### src/hw/rtl/lpfs_pkg.sv
// ----------------------------------------------------------------------------
// lpfs_pkg
// Shared types and constants of the length-prefixed frame splitter.
// ----------------------------------------------------------------------------
`timescale 1ns / 1ps

package lpfs_pkg;

  // Header layout: 4 id bytes then 4 length bytes, both big-endian.
  localparam int unsigned HDR_BYTES   = 8;
  localparam int unsigned ID_BYTES    = 4;
  localparam int unsigned HDR_CNT_W   = $clog2(HDR_BYTES);

  localparam int unsigned ADDR_W      = 3;
  localparam int unsigned DATA_W      = 32;
  localparam int unsigned LEN_W       = 32;
  localparam int unsigned MAX_LEN_W   = 31;

  typedef logic [ADDR_W-1:0]    addr_t;
  typedef logic [DATA_W-1:0]    data_t;
  typedef logic [HDR_CNT_W-1:0] hdr_cnt_t;
  typedef logic [LEN_W-1:0]     len_t;
  typedef logic [MAX_LEN_W-1:0] max_len_t;

  // Register index, taken from paddr[2].
  typedef enum logic {
    REG_MAX_BODY_LEN = 1'b0,
    REG_UNUSED       = 1'b1
  } reg_idx_t;

  localparam max_len_t MAX_LEN_RESET = max_len_t'(65535);
  localparam hdr_cnt_t HDR_LAST_IDX  = hdr_cnt_t'(HDR_BYTES - 1);
  localparam hdr_cnt_t HDR_ID_END    = hdr_cnt_t'(ID_BYTES);

endpackage

### src/hw/rtl/length_prefixed_frame_splitter.sv
// Timing: a result item is registered in the output register in the cycle after the
//   input item that causes it is accepted.
// Throughput: one input item per cycle unless in_stall; the header/body counter
//   update and the length compare sit between the state and output registers.
// Reset (rst_n, synchronous, active low): header collection, no pending result,
//   max_body_len back to 65535. No clearing pass.
// ----------------------------------------------------------------------------
// length_prefixed_frame_splitter
// Splits a byte stream of id/length-prefixed messages into tagged body bytes,
// with an empty mark for zero-length bodies and an error for over-long ones.
// ----------------------------------------------------------------------------
`timescale 1ns / 1ps

module length_prefixed_frame_splitter (
  input  logic             clk,
  input  logic             rst_n,

  // input byte channel
  input  logic             in_valid,
  output logic             in_stall,
  input  logic [7:0]       in_rx_byte,

  // result channel
  output logic             out_valid,
  input  logic             out_stall,
  output logic [7:0]       out_data_byte,
  output logic [31:0]      out_message_id,
  output logic             out_last,
  output logic             out_empty_body,
  output logic             out_too_long,

  // APB-style configuration port
  input  logic             psel,
  input  logic             penable,
  input  logic             pwrite,
  input  lpfs_pkg::addr_t  paddr,
  input  lpfs_pkg::data_t  pwdata,
  output lpfs_pkg::data_t  prdata,
  output logic             pready
);

  import lpfs_pkg::*;

  // --------------------------------------------------------------------------
  // Configuration register
  // --------------------------------------------------------------------------
  max_len_t max_len_r;
  reg_idx_t reg_idx;
  logic     cfg_wr;

  assign pready  = 1'b1;
  assign reg_idx = reg_idx_t'(paddr[2]);
  assign cfg_wr  = psel && penable && pwrite && pready;

  always_ff @(posedge clk) begin
    if (!rst_n) begin
      max_len_r <= MAX_LEN_RESET;
    end else if (cfg_wr && (reg_idx == REG_MAX_BODY_LEN)) begin
      max_len_r <= pwdata[MAX_LEN_W-1:0];
    end
  end

  always_comb begin
    case (reg_idx)
      REG_MAX_BODY_LEN: prdata = {{(DATA_W-MAX_LEN_W){1'b0}}, max_len_r};
      default:          prdata = '0;
    endcase
  end

  // --------------------------------------------------------------------------
  // Deframing state
  // --------------------------------------------------------------------------
  logic      in_body_r,   in_body_nxt;
  logic      skipping_r,  skipping_nxt;
  hdr_cnt_t  hdr_cnt_r,   hdr_cnt_nxt;
  len_t      id_r,        id_nxt;
  len_t      len_r,       len_nxt;
  len_t      left_r,      left_nxt;

  // output register
  logic        out_valid_r;
  logic [7:0]  out_data_r;
  len_t        out_id_r;
  logic        out_last_r;
  logic        out_empty_r;
  logic        out_err_r;

  // result of the item being accepted
  logic        res_valid;
  logic [7:0]  res_data;
  logic        res_last;
  logic        res_empty;
  logic        res_err;

  logic        in_acc;
  logic        out_acc;
  len_t        left_dec;

  // The output register frees up in the same cycle it is taken, so the input
  // only stalls when a result is held back downstream.
  assign in_stall = out_valid_r && out_stall;
  assign in_acc   = in_valid && !in_stall;
  assign out_acc  = out_valid_r && !out_stall;
  assign left_dec = left_r - len_t'(1);

  always_comb begin
    in_body_nxt  = in_body_r;
    skipping_nxt = skipping_r;
    hdr_cnt_nxt  = hdr_cnt_r;
    id_nxt       = id_r;
    len_nxt      = len_r;
    left_nxt     = left_r;
    res_valid    = 1'b0;
    res_data     = '0;
    res_last     = 1'b0;
    res_empty    = 1'b0;
    res_err      = 1'b0;

    if (!in_body_r) begin
      if (hdr_cnt_r < HDR_ID_END) begin
        id_nxt  = {id_r[LEN_W-9:0], in_rx_byte};
      end else begin
        len_nxt = {len_r[LEN_W-9:0], in_rx_byte};
      end

      if (hdr_cnt_r != HDR_LAST_IDX) begin
        hdr_cnt_nxt = hdr_cnt_r + hdr_cnt_t'(1);
      end else begin
        // header complete: length is checked here
        hdr_cnt_nxt = '0;
        if (len_nxt == '0) begin
          res_valid = 1'b1;
          res_last  = 1'b1;
          res_empty = 1'b1;
        end else begin
          in_body_nxt = 1'b1;
          left_nxt    = len_nxt;
          if (len_nxt > {1'b0, max_len_r}) begin
            skipping_nxt = 1'b1;
            res_valid    = 1'b1;
            res_last     = 1'b1;
            res_err      = 1'b1;
          end else begin
            skipping_nxt = 1'b0;
          end
        end
      end
    end else begin
      left_nxt = left_dec;
      if (left_dec == '0) begin
        in_body_nxt  = 1'b0;
        skipping_nxt = 1'b0;
        hdr_cnt_nxt  = '0;
      end
      if (!skipping_r) begin
        res_valid = 1'b1;
        res_data  = in_rx_byte;
        res_last  = (left_dec == '0);
      end
    end
  end

  always_ff @(posedge clk) begin
    if (!rst_n) begin
      in_body_r  <= 1'b0;
      skipping_r <= 1'b0;
      hdr_cnt_r  <= '0;
      id_r       <= '0;
      len_r      <= '0;
      left_r     <= '0;
    end else if (in_acc) begin
      in_body_r  <= in_body_nxt;
      skipping_r <= skipping_nxt;
      hdr_cnt_r  <= hdr_cnt_nxt;
      id_r       <= id_nxt;
      len_r      <= len_nxt;
      left_r     <= left_nxt;
    end
  end

  // Output register: loaded on an accepted item with a result, else emptied
  // once taken.
  always_ff @(posedge clk) begin
    if (!rst_n) begin
      out_valid_r <= 1'b0;
    end else if (in_acc) begin
      out_valid_r <= res_valid || (out_valid_r && !out_acc);
    end else if (out_acc) begin
      out_valid_r <= 1'b0;
    end
  end

  always_ff @(posedge clk) begin
    if (in_acc && res_valid) begin
      out_data_r  <= res_data;
      out_id_r    <= id_nxt;
      out_last_r  <= res_last;
      out_empty_r <= res_empty;
      out_err_r   <= res_err;
    end
  end

  assign out_valid      = out_valid_r;
  assign out_data_byte  = out_data_r;
  assign out_message_id = out_id_r;
  assign out_last       = out_last_r;
  assign out_empty_body = out_empty_r;
  assign out_too_long   = out_err_r;

  // --------------------------------------------------------------------------
  // Assertions
  // --------------------------------------------------------------------------
  a_skip_in_body: assert property (@(posedge clk) disable iff (!rst_n)
    skipping_r |-> in_body_r)
    else $error("skipping outside a body");

  a_body_left: assert property (@(posedge clk) disable iff (!rst_n)
    in_body_r |-> (left_r != '0))
    else $error("in body with no bytes left");

  a_hdr_idle: assert property (@(posedge clk) disable iff (!rst_n)
    in_body_r |-> (hdr_cnt_r == '0))
    else $error("header count moved during a body");

  a_mark_last: assert property (@(posedge clk) disable iff (!rst_n)
    out_valid_r && (out_empty_r || out_err_r) |-> out_last_r && (out_data_r == '0))
    else $error("empty or error result without last or with data");

  a_mark_excl: assert property (@(posedge clk) disable iff (!rst_n)
    out_valid_r |-> !(out_empty_r && out_err_r))
    else $error("empty and too long on one item");

endmodule
### config.mk
export PLATFORM = sky130hd
export DESIGN_NAME = length_prefixed_frame_splitter
export DESIGN_NICKNAME = d
export VERILOG_FILES = /design/src/hw/rtl/lpfs_pkg.sv /design/src/hw/rtl/length_prefixed_frame_splitter.sv
export SDC_FILE = /design/constraint.sdc
export NUM_CORES = 1
export LEC_CHECK = 0
export BUFFER_PORTS_ARGS = -buffer_cell sky130_fd_sc_hd__buf_4
export CORE_MARGIN = 1.5
export CORE_UTILIZATION = 57
export CTS_CLUSTER_SIZE = 16
export DETAILED_ROUTE_END_ITERATION = 6
export PLACE_DENSITY = 0.79
export SLEW_MARGIN = 25
export SYNTH_ARGS = -nofsm -noshare
export SYNTH_HDL_FRONTEND = slang
export SYNTH_SLANG_ARGS = --single-unit
### constraint.sdc
create_clock -name clk -period 8 [get_ports clk]
set_clock_uncertainty 0.1 [all_clocks]
set_input_delay 1.6 -clock clk [delete_from_list [all_inputs] [get_ports clk]]
set_output_delay 1.6 -clock clk [all_outputs]
set_load 0.01 [all_outputs]
==> results.py, run 1 <==
metrics = {
    "detailed_routing": {
        "vias": 8090,
        "drt-initial-drc-count": 837,
        "routedWlPerCell_um": 17.1,
        "totalWireLength_mm": 23.5,
        "drc_errors": 0,
        "ant_nets": 0,
        "firstDrtPassIters": 6,
        "via_per_inst": 5.90,
    },
    "floorplanning": {
        "ios": 128,
        "die_y_um": 129,
        "die_area_um2": 16800,
        "rows": 46,
        "start_util_pct": 57.8,
        "core_um2": 15800,
        "die_w_um": 129,
    },
    "grt": {
        "grt_pass1_vias": 7240,
        "antenna_found_initial": 0,
        "grt_pass1_wl_mm": 37.2,
        "grt_max_degree": 89,
        "grt.overflow.total": 0,
        "grt.total_usage_pct": 28.2,
    },
    "power": {
        "power.total_w": 0.00203,
        "power_frac_clock_pct": 41.4,
        "p_sw_w": 0.000573,
        "ir_drop_v": 0.000151,
        "comb_power_share_pct": 11.0,
        "powerDensity_nw_per_um2": 189,
        "switching_share_pct": 28.2,
        "power_frac_seq_pct": 47.6,
        "leakagePower_nw": 4.54,
        "internal-power_w": 0.00146,
    },
    "placement": {
        "routabilityCongestion": 0.928,
        "place_inst": 1339,
        "dp_hpwl_mm": 16.1,
        "portBuffers": 122,
    },
    "clock_network": {
        "hold_buffers": 0,
        "cts_tree": "built",
        "clkSinkCount": 176,
        "htreeDepth": 4,
        "clock_path_buffers": 2,
        "cts_root_buffer": "clkbuf_16",
        "cts_setup_buffers": 0,
        "clk_pin_slew_ns": 0.07,
        "clk-insertion-delay-late_ns": 0.44,
        "numCtsBuffers": 17,
        "cts_resized": 0,
    },
    "critical_path": {
        "crit_type": "register to register",
        "critPathMaxStageDelay_ns": 0.61,
        "critPathArrivalTime_ns": 4.53,
        "required_ns": 7.98,
        "critPathBufInv": 3,
        "worstSetupStartpointType": "register",
        "critical_path.top_delay_family": "buffers and inverters",
        "end_kind": "register",
        "slowest_stage": "mux2i_1",
        "crit_chain": "buf_4, mux2i_1, inv_1, ha_1, nand3_1, nor4_1, a21oi_1, nand3_1, o21ai_1, a21o_1, a21oi_4, buf_4",
        "worstPathMaxFanout": 43,
    },
    "timing": {
        "finalHoldViolCount": 0,
        "finalSetupViolations": 0,
        "drv_slew": 0,
        "tns_ns": 0,
        "fin_crit_sh_pct": 56.9,
        "min_period_ns": 4.55,
        "tightest_slew_ns": 1.02,
        "rsz0062_at_grt": "false",
        "slew_headroom_pct": 32.3,
        "holdWs_ns": 0.356,
        "clock.fmax_ghz": 0.220,
    },
    "final_layout": {
        "instances_no_fill": 1371,
        "layout_commonest_cell": "nor2_1",
        "syn_to_final_growth_pct": 17.6,
        "drive_gt1_share_pct": 20.3,
        "final_nets": 1227,
        "postLayoutCoreUtil_pct": 68.0,
        "final_cell_mix": "177 x nor2_1, 131 x dfxtp_1, 131 x buf_4",
        "n_antenna_cell": 0,
    },
    "worst_hold_path": {
        "hp-class": "register to register",
    },
    "yosys": {
        "syn_area_um2": 9120,
        "synthFlopType": "dfxtp_1",
        "synthCells": 1061,
        "ys_warn_count": 0,
        "synth.net_count": 1146,
        "synthArstFlopShare_pct": 0,
        "yosysUniqueCellTypes": 71,
        "syn_avg_cell_area_um2": 8.59,
        "synth_seq_cells": 176,
        "synth-edff-count": 43,
        "seq_area_frac_synth_pct": 43.4,
    },
    "run": {
        "max_cap_viol_count": 0,
    },
    "outcome": {
        "status": "finished clean",
    },
}
[per-layer routing]
metal  GRT usage (%)  up-vias  part of all wire, %  wire [µm]
li1                -     3944                    -          -
met5               0        -                    0          0
met2            44.8      293                   47      11000
met1            39.3     3819                   46      10700
met3            5.24       34                  5.5       1300
met4            8.37        0                  2.2        513
[stage by stage]
step	setup WS [ns]	area, µm²
after CTS	3.52	10700
after floorplan	2.19	9120
after global placement	3.36	10100
final	3.45	10700
after global routing	3.26	10700
after detailed placement	3.32	10100
[sequential cells by signal, indices dropped and copies added (netlist names), 3 cells and up]
register	flops
len_r	32
max_len_r	31
id_r	32
out_message_id	32
left_r	32
hdr_cnt_r	3
out_data_byte	8
[cell families (layout without fill, tap and decap cells)]
| kind of cell | after synthesis | count (layout) | synth area share, % |
|---|---|---|---|
| xor gates and xnor gates | 4 | 4 | 0.384 |
| and+or+nand+nor | 459 | 459 | 23.4 |
| adders and majority gates | 35 | 35 | 4.80 |
| buffers and inverters | 123 | 217 | 5.49 |
| DFF | 176 | 176 | 43.4 |
| muxes | 69 | 69 | 8.23 |
| AOI/OAI and AO/OA | 193 | 193 | 14.2 |
| other | 2 | 2 | 0.0824 |
[layout make-up]
class | instances | area, µm²
Fill cell | 1278 | 5050
Clock buffer | 17 | 425
Inverter | 54 | 203
Multi-Input combinational cell | 762 | 4700
Sequential cell | 176 | 3960
Tap cell | 216 | 270
Timing Repair Buffer | 131 | 983
Clock inverter | 15 | 185
[worst register-to-register path: stages, from the launching register on]
cell,delay [ns]
dfxtp_2,0.45
buf_4,0.49
mux2i_1,0.62
inv_1,0.10
ha_1,0.32
nand3_1,0.10
nor4_1,0.58
a21oi_1,0.13
nand3_1,0.16
o21ai_1,0.23
a21o_1,0.27
a21oi_4,0.14
buf_4,0.50
[cells in the mapped netlist, types with 10 or more instances]
cell | number | area share [%]
o211ai_1 | 19 | 1.6
nor3_1 | 69 | 3.8
a211oi_1 | 24 | 2.0
mux2_2 | 48 | 5.9
and2_1 | 10 | 0.69
mux2i_1 | 21 | 2.3
o21ai_0 | 25 | 1.4
a31oi_1 | 11 | 0.75
nor2_1 | 180 | 7.4
ha_1 | 35 | 4.8
nand3_1 | 29 | 1.6
nor4_1 | 14 | 0.96
clkbuf_1 | 48 | 2.0
edfxtp_1 | 43 | 14
nand2_1 | 98 | 4.0
dfxtp_1 | 133 | 29
a21oi_1 | 57 | 3.1
inv_1 | 53 | 2.2
[power by group through the flow]
stage                     registers (W)  clock network [W]  logic [W]
after floorplan                0.000975                  0   0.000148
after global placement         0.000982                  0   0.000213
after detailed placement       0.000984                  0   0.000219
after CTS                      0.000964           0.000847   0.000220
after global routing           0.000968           0.000882   0.000247
final                          0.000965           0.000841   0.000223
[path summary, 6_finish.rpt]
| check | from | endpoint | slack, ns | cells after the start |
|---|---|---|---|---|
| worst max-delay path | hdr_cnt_r[2] | out_message_id[1] | 3.45 | 12 |
| worst max register to register | hdr_cnt_r[2] | out_message_id[1] | 3.45 | 12 |
| worst min register to register | max_len_r[18] | max_len_r[18] | 0.36 | 2 |
| worst min-delay path | max_len_r[18] | max_len_r[18] | 0.36 | 2 |
No activity file was read; power rests on OpenSTA's default activity.
==> run 2, diff against run 1 <==
- ABC_AREA: default -> 1
- clock period: 8 -> 4.3 ns (I/O delays scaled with it)
==> run 2 against run 1 <==
Power grew 110%. Sequential share of layout area shrank 0.85 points. Non-clock buffer count grew 4. Synthesized area grew 2.9%. Combinational power grew to 3.9 times the previous value. Worst hold slack gained 0.0041 ns. Clock power grew 88%.
==> results.py, run 2 <==
metrics = {
    "outcome": {
        "status": "finished clean",
    },
    "clock_network": {
        "clk-insertion-delay-late_ns": 0.43,
        "hold_buffers": 0,
        "cts_resized": 0,
        "numCtsBuffers": 17,
        "clock_path_buffers": 2,
        "htreeDepth": 4,
        "cts_setup_buffers": 0,
        "clk_pin_slew_ns": 0.07,
        "clkSinkCount": 176,
        "cts_root_buffer": "clkbuf_16",
        "cts_tree": "built",
    },
    "timing": {
        "min_period_ns": 3.64,
        "rsz0062_at_grt": "false",
        "tightest_slew_ns": 0.952,
        "fin_crit_sh_pct": 84.6,
        "tns_ns": 0,
        "worst_slack_ns": 0.661,
        "drv_slew": 0,
        "clock.fmax_ghz": 0.275,
        "finalSetupViolations": 0,
        "finalHoldViolCount": 0,
        "slew_headroom_pct": 36.4,
    },
    "critical_path": {
        "crit_chain": "buf_4, nand2_1, o21ai_0, inv_1, ha_1, a21oi_1, o21ai_0, nand2_1, o211ai_1, nand2_1, nand2_1, nand2_1, nand2_1, nand2_1, nand3_1, nand2_1, inv_1, buf_12",
        "critPathArrivalTime_ns": 3.66,
        "critPathMaxStageDelay_ns": 0.86,
        "worst-path-stages": 18,
        "required_ns": 4.32,
        "r2r-end": "out_message_id[2]",
        "worstSetupStartpointType": "register",
        "startpoint": "hdr_cnt_r[2]",
        "end_kind": "register",
        "crit_type": "register to register",
        "crit_top_cell": "nand2_1",
        "r2r_start": "hdr_cnt_r[2]",
        "worst-r2r-setup-slack_ns": 0.66,
        "cp-endpoint": "out_message_id[2]",
        "r2r_cells": 18,
        "critPathBufInv": 4,
        "slowest_stage": "dfxtp_2",
        "critical_path.top_delay_family": "buffers and inverters",
        "worstPathMaxFanout": 45,
    },
    "placement": {
        "routabilityCongestion": 0.950,
        "post-place-ws_ns": 0.745,
        "portBuffers": 122,
        "dp_hpwl_mm": 16.2,
    },
    "yosys": {
        "synthMostInstantiatedCell": "nand2_1",
        "yosysTopAreaCellShare_pct": 28.4,
        "synth_top_family_by_area": "simple AND/OR/NAND/NOR gates",
        "synth_compound_area_share_pct": 19.7,
        "synth_seq_cells": 176,
        "synth.cells.most_frequent": "282 x nand2_1, 180 x inv_1, 164 x nor2_1, 136 x a21oi_1",
        "yosysUniqueCellTypes": 41,
        "synth-edff-count": 43,
        "synthFlopType": "dfxtp_1",
        "synthXorXnorAreaFrac_pct": 0.187,
        "synthCells": 1325,
        "syn_avg_cell_area_um2": 7.08,
        "synth_mux_area_share_pct": 0.107,
        "synthAdderAreaFrac_pct": 4.67,
        "seq_area_frac_synth_pct": 42.2,
        "synthArstFlopShare_pct": 0,
        "yosysTopAreaCell": "dfxtp_1",
        "ys_top_cells_by_area": "dfxtp_1 28%, edfxtp_1 14%, nand2_1 11%, a21oi_1 7.3%, inv_1 7.2%",
        "synth.net_count": 1410,
        "ys_warn_count": 0,
        "syn_area_um2": 9380,
        "synthSimpleGateAreaFrac_pct": 22.3,
    },
    "grt": {
        "grt.overflow.total": 0,
        "antenna_found_initial": 0,
        "grt_max_degree": 70,
        "grt_pass1_vias": 7813,
        "grt.total_usage_pct": 26.5,
        "grt_pass1_wl_mm": 37.3,
    },
    "final_layout": {
        "final-seq-area_um2": 3960,
        "final_nets": 1497,
        "n_antenna_cell": 0,
        "drive_gt1_share_pct": 13.8,
        "syn_to_final_growth_pct": 16.9,
        "layout_commonest_cell": "nand2_1",
        "fillers": 1405,
        "multiInputGateArea_um2": 4420,
        "final_cell_mix": "282 x nand2_1, 180 x inv_1, 163 x nor2_1",
    },
    "power": {
        "ir_drop_v": 0.000282,
        "powerDensity_nw_per_um2": 391,
        "leakagePower_nw": 5.31,
    },
    "worst_hold_path": {
        "min_from": "len_r[24]",
        "hold_path_depth": 2,
        "hp-class": "register to register",
    },
    "detailed_routing": {
        "ant_nets": 0,
        "firstDrtPassIters": 5,
        "vias": 8682,
        "via_per_inst": 5.29,
        "drt-initial-drc-count": 703,
        "routedWlPerCell_um": 13.7,
        "drc_errors": 0,
        "totalWireLength_mm": 22.5,
    },
    "floorplanning": {
        "start_util_pct": 58.6,
        "die_w_um": 131,
        "ios": 128,
        "die_y_um": 131,
        "core_um2": 16000,
        "die_area_um2": 17200,
        "rows": 46,
    },
    "run": {
        "max_cap_viol_count": 0,
    },
}
## run 2: cell types whose count changed in the layout (fill, tap and decap cells not counted), moves of 22 or more
cell      delta
nor3_1      -65
o21ai_1     +42
mux2_2      -48
inv_1      +127
a211oi_1    -22
nand2_1    +184
a21oi_1     +80
o21ai_0    +108
## run 2: how the worst min path moves through the flow
stage,end,slack (ns)
2_1_floorplan,len_r[25],0.33
3_3_place_gp,len_r[25],0.34
3_5_place_dp,len_r[29],0.35
4_1_cts,len_r[29],0.36
5_1_grt,len_r[13],0.38
6_report,len_r[24],0.36
## run 2: layout make-up
cell class | count | area share, %
well taps | 216 | 2.46
repair buffers | 135 | 9.47
clock buffers | 17 | 3.88
clock inverters | 15 | 1.56
multi-input cells | 899 | 40.3
flip-flops and latches | 176 | 36.1
inverters | 183 | 6.29
## run 2: cells by family after synthesis
logic type	Yosys count
fa+ha+maj	35
simple gates	510
mux	1
other cells	2
buf+inv	250
compound gates	349
flops	176
xor+xnor	2
## run 2: worst register-to-register path, cell delays in order, from the launching register on
cell and delay [ns]:
dfxtp_2 0.86, buf_4 0.29, nand2_1 0.08, o21ai_0 0.11
inv_1 0.15, ha_1 0.32, a21oi_1 0.07, o21ai_0 0.16
nand2_1 0.07, o211ai_1 0.11, nand2_1 0.08, nand2_1 0.07
nand2_1 0.05, nand2_1 0.06, nand2_1 0.11, nand3_1 0.11
nand2_1 0.07, inv_1 0.19, buf_12 0.24
## run 2: power by group
group | internal (W) | switching [W]
clock | 0.000877 | 0.000702
combinational | 0.000304 | 0.000566
sequential | 0.00179 | 0.0000558
total | 0.00297 | 0.00132
## run 2: per-layer routing
layer	global-route usage (%)	up-vias	wire length (µm)
li1	-	4476	-
met2	45.5	227	10800
met4	11.3	0	662
met3	3.67	43	924
met5	0	-	0
met1	33.4	3936	10100
## run 2: metrics by stage
stage | hold slack, ns | power [W] | cells | area, µm² | util (%)
after global placement | 0.342 | 0.00271 | 1608 | 10300 | 64.7
after floorplan | 0.331 | 0.00249 | 1325 | 9380 | -
final | 0.360 | 0.00429 | 1641 | 11000 | 68.5
after global routing | 0.383 | 0.00451 | 1641 | 11000 | 68.5
after CTS | 0.363 | 0.00430 | 1641 | 11000 | 68.5
after detailed placement | 0.349 | 0.00273 | 1609 | 10400 | 64.8
